**config.mk**
```make
export PLATFORM = sky130hd
export DESIGN_NAME = lmb_cfg
export DESIGN_NICKNAME = d
export VERILOG_FILES = /design/src/lmb_pkg.sv /design/src/lmb_cfg.sv
export SDC_FILE = /design/constraint.sdc
export NUM_CORES = 1
export LEC_CHECK = 0
export CAP_MARGIN = 20
export CORE_MARGIN = 2
export CORE_UTILIZATION = 57
export CTS_CLUSTER_SIZE = 25
export DETAILED_ROUTE_END_ITERATION = 16
export DONT_BUFFER_PORTS = 1
export HOLD_SLACK_MARGIN = 0.06
export PLACE_DENSITY = 0.84
export SLEW_MARGIN = 10
export SYNTH_ARGS = -nofsm -noshare
export SYNTH_HDL_FRONTEND = slang
export SYNTH_SLANG_ARGS = --single-unit
```
**constraint.sdc**
```tcl
create_clock -name clk -period 1 [get_ports clk]
set_input_delay 0.2 -clock clk [delete_from_list [all_inputs] [get_ports clk]]
set_output_delay 0.2 -clock clk [all_outputs]
set_load 0.05 [all_outputs]
```
**src/lmb_pkg.sv**
```systemverilog
// shared types and constants for the level meter ballistics and peak hold block
// no dependencies; used by the interfaces and every module in src
`timescale 1ns / 1ps
`default_nettype none

package lmb_pkg;

  localparam int SEGMENTS  = 24;
  localparam int LVL_W     = 17;
  localparam int COEF_W    = 16;
  localparam int HOLD_W    = 8;
  localparam int FRAC_W    = 16;
  localparam int PROD_W    = LVL_W + COEF_W;
  localparam int SEG_W     = 5;
  localparam int ADDR_W    = 4;
  localparam int DATA_W    = 32;

  typedef logic [LVL_W-1:0]  lvl_t;
  typedef logic [COEF_W-1:0] coef_t;
  typedef logic [HOLD_W-1:0] hold_t;
  typedef logic [PROD_W-1:0] prod_t;

  localparam lvl_t  FULL_SCALE = lvl_t'(1) << FRAC_W;
  localparam lvl_t  SEG_LAST   = lvl_t'(SEGMENTS - 1);
  localparam coef_t SEG_OP     = coef_t'(SEGMENTS);

  localparam coef_t ATTACK_RST  = coef_t'(39322);
  localparam coef_t RELEASE_RST = coef_t'(2621);
  localparam coef_t DECAY_RST   = coef_t'(524);
  localparam hold_t HOLD_RST    = hold_t'(30);

  typedef struct packed {
    coef_t attack_coef;
    coef_t release_coef;
    coef_t peak_decay_step;
    hold_t hold_ticks;
  } cfg_t;

  typedef struct packed {
    lvl_t  a;
    coef_t b;
  } mul_op_t;

  typedef enum logic [1:0] {
    REG_ATTACK  = 2'd0,
    REG_RELEASE = 2'd1,
    REG_DECAY   = 2'd2,
    REG_HOLD    = 2'd3
  } reg_idx_t;

  typedef enum logic [2:0] {
    S_IDLE,
    S_MUL,
    S_APPLY,
    S_PEAK,
    S_LIT,
    S_OUT
  } state_t;

endpackage

`default_nettype wire

```
**src/lmb_cfg.sv**
```systemverilog
// apb-style configuration registers: coefficients, peak decay step, hold length
// depends on lmb_pkg
`timescale 1ns / 1ps
`default_nettype none

module lmb_cfg
  import lmb_pkg::*;
(
  input  wire logic              clk,
  input  wire logic              rst,
  input  wire logic              psel,
  input  wire logic              penable,
  input  wire logic              pwrite,
  input  wire logic [ADDR_W-1:0] paddr,
  input  wire logic [DATA_W-1:0] pwdata,
  output logic      [DATA_W-1:0] prdata,
  output logic                   pready,
  output cfg_t                   cfg
);

  reg_idx_t idx;
  logic     wr_en;

  assign idx    = reg_idx_t'(paddr[3:2]);
  assign wr_en  = psel && penable && pwrite;
  assign pready = 1'b1;

  always_ff @(posedge clk) begin
    if (rst) begin
      cfg.attack_coef     <= ATTACK_RST;
      cfg.release_coef    <= RELEASE_RST;
      cfg.peak_decay_step <= DECAY_RST;
      cfg.hold_ticks      <= HOLD_RST;
    end else if (wr_en) begin
      case (idx)
        REG_ATTACK:  cfg.attack_coef     <= pwdata[COEF_W-1:0];
        REG_RELEASE: cfg.release_coef    <= pwdata[COEF_W-1:0];
        REG_DECAY:   cfg.peak_decay_step <= pwdata[COEF_W-1:0];
        REG_HOLD:    cfg.hold_ticks      <= pwdata[HOLD_W-1:0];
        default: ;
      endcase
    end
  end

  always_comb begin
    case (idx)
      REG_ATTACK:  prdata = DATA_W'(cfg.attack_coef);
      REG_RELEASE: prdata = DATA_W'(cfg.release_coef);
      REG_DECAY:   prdata = DATA_W'(cfg.peak_decay_step);
      REG_HOLD:    prdata = DATA_W'(cfg.hold_ticks);
      default:     prdata = '0;
    endcase
  end

endmodule

`default_nettype wire

```
# [Yosys cells after proc, flatten, opt, wreduce, memory -nomap -nowiden]
# Index checks and enable logic that the tools add are counted.
[op_classes] eq_ne=3 mux=1 reduce_logical=7
[op_table] operator="one-hot mux 32 bit (4 select lines)" n=1
[op_table] operator="AND reduction 2 bit" n=4
[op_table] operator="== test 2 bit (second input constant)" n=2
[op_table] operator="== test 2 x 1 -> 1 bit (second input constant)" n=1
[op_table] operator="logical AND 1 bit" n=2
[op_table] operator="logical NOT 2 bit" n=1
[totals] reg_bits=56 inputBits=41 output_inout_bits=89 word_cells=15

# [Longest topological paths before layout]
[logic_depth] word_depth=3 mapped_depth=5 mapped_depth_nobuf=3

# [Worst setup path before layout]
# OpenSTA, ideal clock, no wires.
[synth_path] path_type="register -> output" from="register cfg[34] in the netlist's numbering" to="output prdata[10]" arrival_ps=1871 required_ps=800 path_slack_ps=-1071 stages_incl_launch_ff=3 path_buffers=0 path_cell_list="dfxtp_1 -> mux2i_1 -> o21ai_0"
[synth_between] elab_chain_cells=1
[synth_rtl] element="from (decl)" line="lmb_cfg.sv:18" rtl="output cfg_t cfg"
[synth_rtl] element="one-hot mux 32 bit (4 select lines)" line="lmb_cfg.sv:46" rtl="case (idx)"
[synth_rtl] element="to (decl)" line="lmb_cfg.sv:16" rtl="output logic [DATA_W-1:0] prdata,"
# Every way passes these cells. The select of a mux whose other input is x is not followed.

# [Final worst setup path]
[layout_path] from="register cfg[7] in the netlist's numbering" to="output prdata[7]"
# The elaborated chain is that of the path after synthesis.

==> metrics.md <==
| Metric | Value |
|---|---|
| # port buffers | `0` |
| Simple-gate share of the synthesized area | `approximately 20%` |
| Synthesized-area fraction occupied by xor and xnor cells | `0%` |
| Remaining global-route overflow | `0` |
| Leading area contributor after synthesis | `sky130_fd_sc_hd__dfxtp_1` |
| Share of the synthesized area in compound gates (AO/OA/AOI/OAI) | `around 1.4%` |
| Largest register FFs | `56` |
| Via count of the first global-routing pass | `2,442` |
| Unrepaired setup endpoints after global routing | `yes` |
| Worst reg2reg path startpoint | `cfg[2]` |
| Pin count of the biggest net entering global routing | `84` |
| Combinational family with the most area after synthesis | `multiplexers` |
| Cells on Worst Hold Path | `2` |
| Clock H-tree levels | `2` |
| Register with the highest flop count | `cfg` |
| Maximum frequency from static timing analysis | `approximately 660 MHz` |
| Standard cell core area | `4723 µm²` |
| Combinational share of power | `19.1%` |
| Fraction of power consumed by the clock network | `between 20 and 30%` |
| Per-cell routed wire length | `around 24 µm` |
| Worst stage delay on the critical path | `about 0.65 ns` |
| Total internal power | `just over 3 mW` |
| Clock Sink Count | `56` |
| Worst hold margin | `0.06667 ns` |
| Routed via count divided by cell count | `5.793` |
| Overall routing resource usage | `approximately a third` |
| Total buffers and inverters traversed by the critical path | `0` |
| Number of violations of the max-capacitance limit | `0` |
| Crit-path max FO | `2` |
| Crit end category | `output port` |
| Worst Hold Endpoint | `cfg[29]` |
| Register-to-register setup slack | `about 0.010 ns` |
| Fin Setup TNS | `-9.222 ns` |
| Slack of the critical path | `-0.5192 ns` |
| Clock period minus worst slack | `roughly 1.5 ns` |
| Last weighted congestion value of the routability-driven placer | `0.7440` |
| Synthesized instance count | `around 280` |
| Overall power of the completed layout | `between 4 and 5 mW` |
| Die Span Y | `between 70 and 80 µm` |
| Final hold violation count | `0` |
| Synth Area in Adders | `0%` |
| Root Buffer | `sky130_fd_sc_hd__clkbuf_8` |
| Data arrival time at the worst-slack endpoint | `roughly 1.3 ns` |
| Num CTS Buffers | `5` |
| Slowest cell on the critical path | `sky130_fd_sc_hd__mux4_2` |
| Nets@finish | `slightly below 400` |
| Sw Share | `29.71%` |
| Antenna violations before repair | `0` |
| DR pass1 iterations | `4` |
| Starting density of the core | `just under 60%` |
| Area added between synthesis and finish | `59.44%` |
| Multiplexer share of the synthesized area | `29.43%` |
| Area share of the leading cell type in the synthesized netlist | `40.20%` |
| Proportion of layout cells with a drive suffix above 1 | `50.71%` |
| Maximum buffer depth of the clock tree | `2` |
| TritonCTS clock tree | `done` |
| Failing checks | `negative setup slack` |
| Net load switching power | `around 1.3 mW` |
| Die area | `roughly 5500 µm²` |
| Placed Area | `roughly 3600 µm²` |
| Logic depth of the worst register-to-register path | `4` |
| DIE WIDTH | `around 74 µm` |
| DRT antenna net count | `0` |
| Final setup violating endpoints | `between 70 and 80` |
| Part of the cycle the worst path needs | `151.9%` |
| Power Dens Cells | `just under 1000 nW/µm²` |
| Leakage dissipation | `roughly 1.8 nW` |
| Max Clock Skew | `0 ns` |
| Clock transition at the registers of the reported paths | `around 0.10 ns` |
| Most common cell after layout, fill and taps aside | `sky130_fd_sc_hd__mux2i_1` |
| Maximum resistive drop on vdd | `about 0.84 mV` |
| Sequential cell area fraction in the yosys report | `about two fifths` |
| Type of origin of the critical path | `flip-flop` |
| Hold crit path type | `input pin to flip-flop` |
| Number of synthesis warnings | `0` |
| Biggest registers after layout | `cfg: 56 flops` |
| Top Ports | `between 100 and 150` |
| Flop pwr share | `between 50% and 60%` |
| Post-detailed-placement half-perimeter wirelength | `between 4000 and 5000 µm` |
| Avg Inst Size Synth | `between 10 and 15 µm²` |
| Number of synthesized register bits | `56` |
| Cell row count | `25` |
| Via count | `2,433` |
| Max Slew Vio Count | `0` |
| Ordered list of cells on the worst path | `mux4_2` |
| Critical path start-end classification | `flip-flop to output port` |
| DRT Wirelength | `between 10,000 and 15,000 µm` |
| DRC marker count from the first detailed-route iteration | `187` |
| Cell area after synthesis | `about 2800 µm²` |
| Worst hold path startpoint | `rst` |
| Dominant delay contributor by cell family on the critical path | `multiplexers` |
| Commonest cells after routing, fill and taps aside | `sky130_fd_sc_hd__mux2i_1 (56), sky130_fd_sc_hd__nand2b_1 (49), sky130_fd_sc_hd__dfxtp_4 (40)` |
| Antenna cell count | `0` |
| Endpoint of the lowest-slack register-to-register path | `cfg[2]` |
| Summed area of non-filler cells in the final layout | `4447 µm²` |
| Cells taking the most area after synthesis | `sky130_fd_sc_hd__dfxtp_1 (40%), sky130_fd_sc_hd__mux2i_1 (23%), sky130_fd_sc_hd__nand2b_1 (11%)` |
| Clock latency on the worst-skew pair | `between 0.3 and 0.4 ns` |
| Wire length of the first global-routing pass | `roughly 13,000 µm` |
| Number of distinct library cells after synthesis | `19` |
| DRC Markers | `0` |
| Data required, critical path | `~0.8 ns` |
| Run status | `finished with violations` |
==> power by group through the flow <==
stage	Combinational [mW]	Sequential, mW	Clock [mW]
3_3_place_gp	0.690	2.24	0
6_report	0.825	2.20	1.29
4_1_cts	0.765	2.20	1.27
3_5_place_dp	0.698	2.24	0
5_1_grt	0.849	2.20	1.37
2_1_floorplan	0.630	2.35	0
==> repair_timing <==
action | 4_1_cts | 5_1_grt
resized for setup | 117 | 37
hold buffers | 3 | 1
pin swaps | 8 | 0
setup buffers | 5 | 12
endpoints found under the setup margin | 72 | 72
endpoints found under the hold margin | 3 | 1
==> layer usage <==
layer / GRT usage, % / share of wire (%) / vias up
li1: - / - / 1048
met1: 31.96 / 32 / 1175
met2: 58.63 / 54 / 156
met3: 9.485 / 7.5 / 54
met4: 16.77 / 5.9 / 0
met5: 0 / 0 / -
==> metrics by stage <==
stage / instances / setup slack, ns / util [%]
finish: 420 / -0.5192 / 94.15
global route: 420 / -0.5397 / 94.15
CTS: 407 / -0.4878 / 88.72
detailed placement: 391 / -0.1564 / 75.66
global placement: 391 / -0.1521 / 75.66
floorplan: 290 / -0.2265 / -
==> Yosys cell counts <==
cell                        n
sky130_fd_sc_hd__buf_2      6
sky130_fd_sc_hd__buf_4     22
sky130_fd_sc_hd__buf_6      3
sky130_fd_sc_hd__clkbuf_1   6
sky130_fd_sc_hd__conb_1     2
sky130_fd_sc_hd__dfxtp_1   56
sky130_fd_sc_hd__mux2i_1   64
sky130_fd_sc_hd__mux4_2     8
sky130_fd_sc_hd__nand2_1    9
sky130_fd_sc_hd__nand2b_1  49
sky130_fd_sc_hd__nand3_2    1
sky130_fd_sc_hd__nand4_4    1
sky130_fd_sc_hd__nor2_1    34
sky130_fd_sc_hd__nor2b_1    1
sky130_fd_sc_hd__nor3_1     1
sky130_fd_sc_hd__nor3b_2    2
sky130_fd_sc_hd__o21ai_0    8
sky130_fd_sc_hd__or2_1      1
sky130_fd_sc_hd__or3_1      1
==> worst max-delay path by stage <==
stage,from,end,cells past startpoint
2_1_floorplan,cfg[0],prdata[0],1
3_3_place_gp,cfg[6],prdata[6],1
3_5_place_dp,cfg[6],prdata[6],1
4_1_cts,cfg[6],prdata[6],1
5_1_grt,cfg[7],prdata[7],1
6_report,cfg[7],prdata[7],1
==> cells by family after synthesis <==
family / after synthesis
buf+inv: 37
other cells: 2
simple gates: 100
compound gates: 8
flops: 56
mux: 72
==> final cells by class <==
class | count | area (µm²)
multi-input cells | 197 | 1673
fillers | 129 | 276.5
flip-flops and latches | 56 | 1291
repair buffers | 92 | 1309
clock buffers | 8 | 90.09
well taps | 67 | 83.83
No activity file was read; power rests on OpenSTA's default activity.
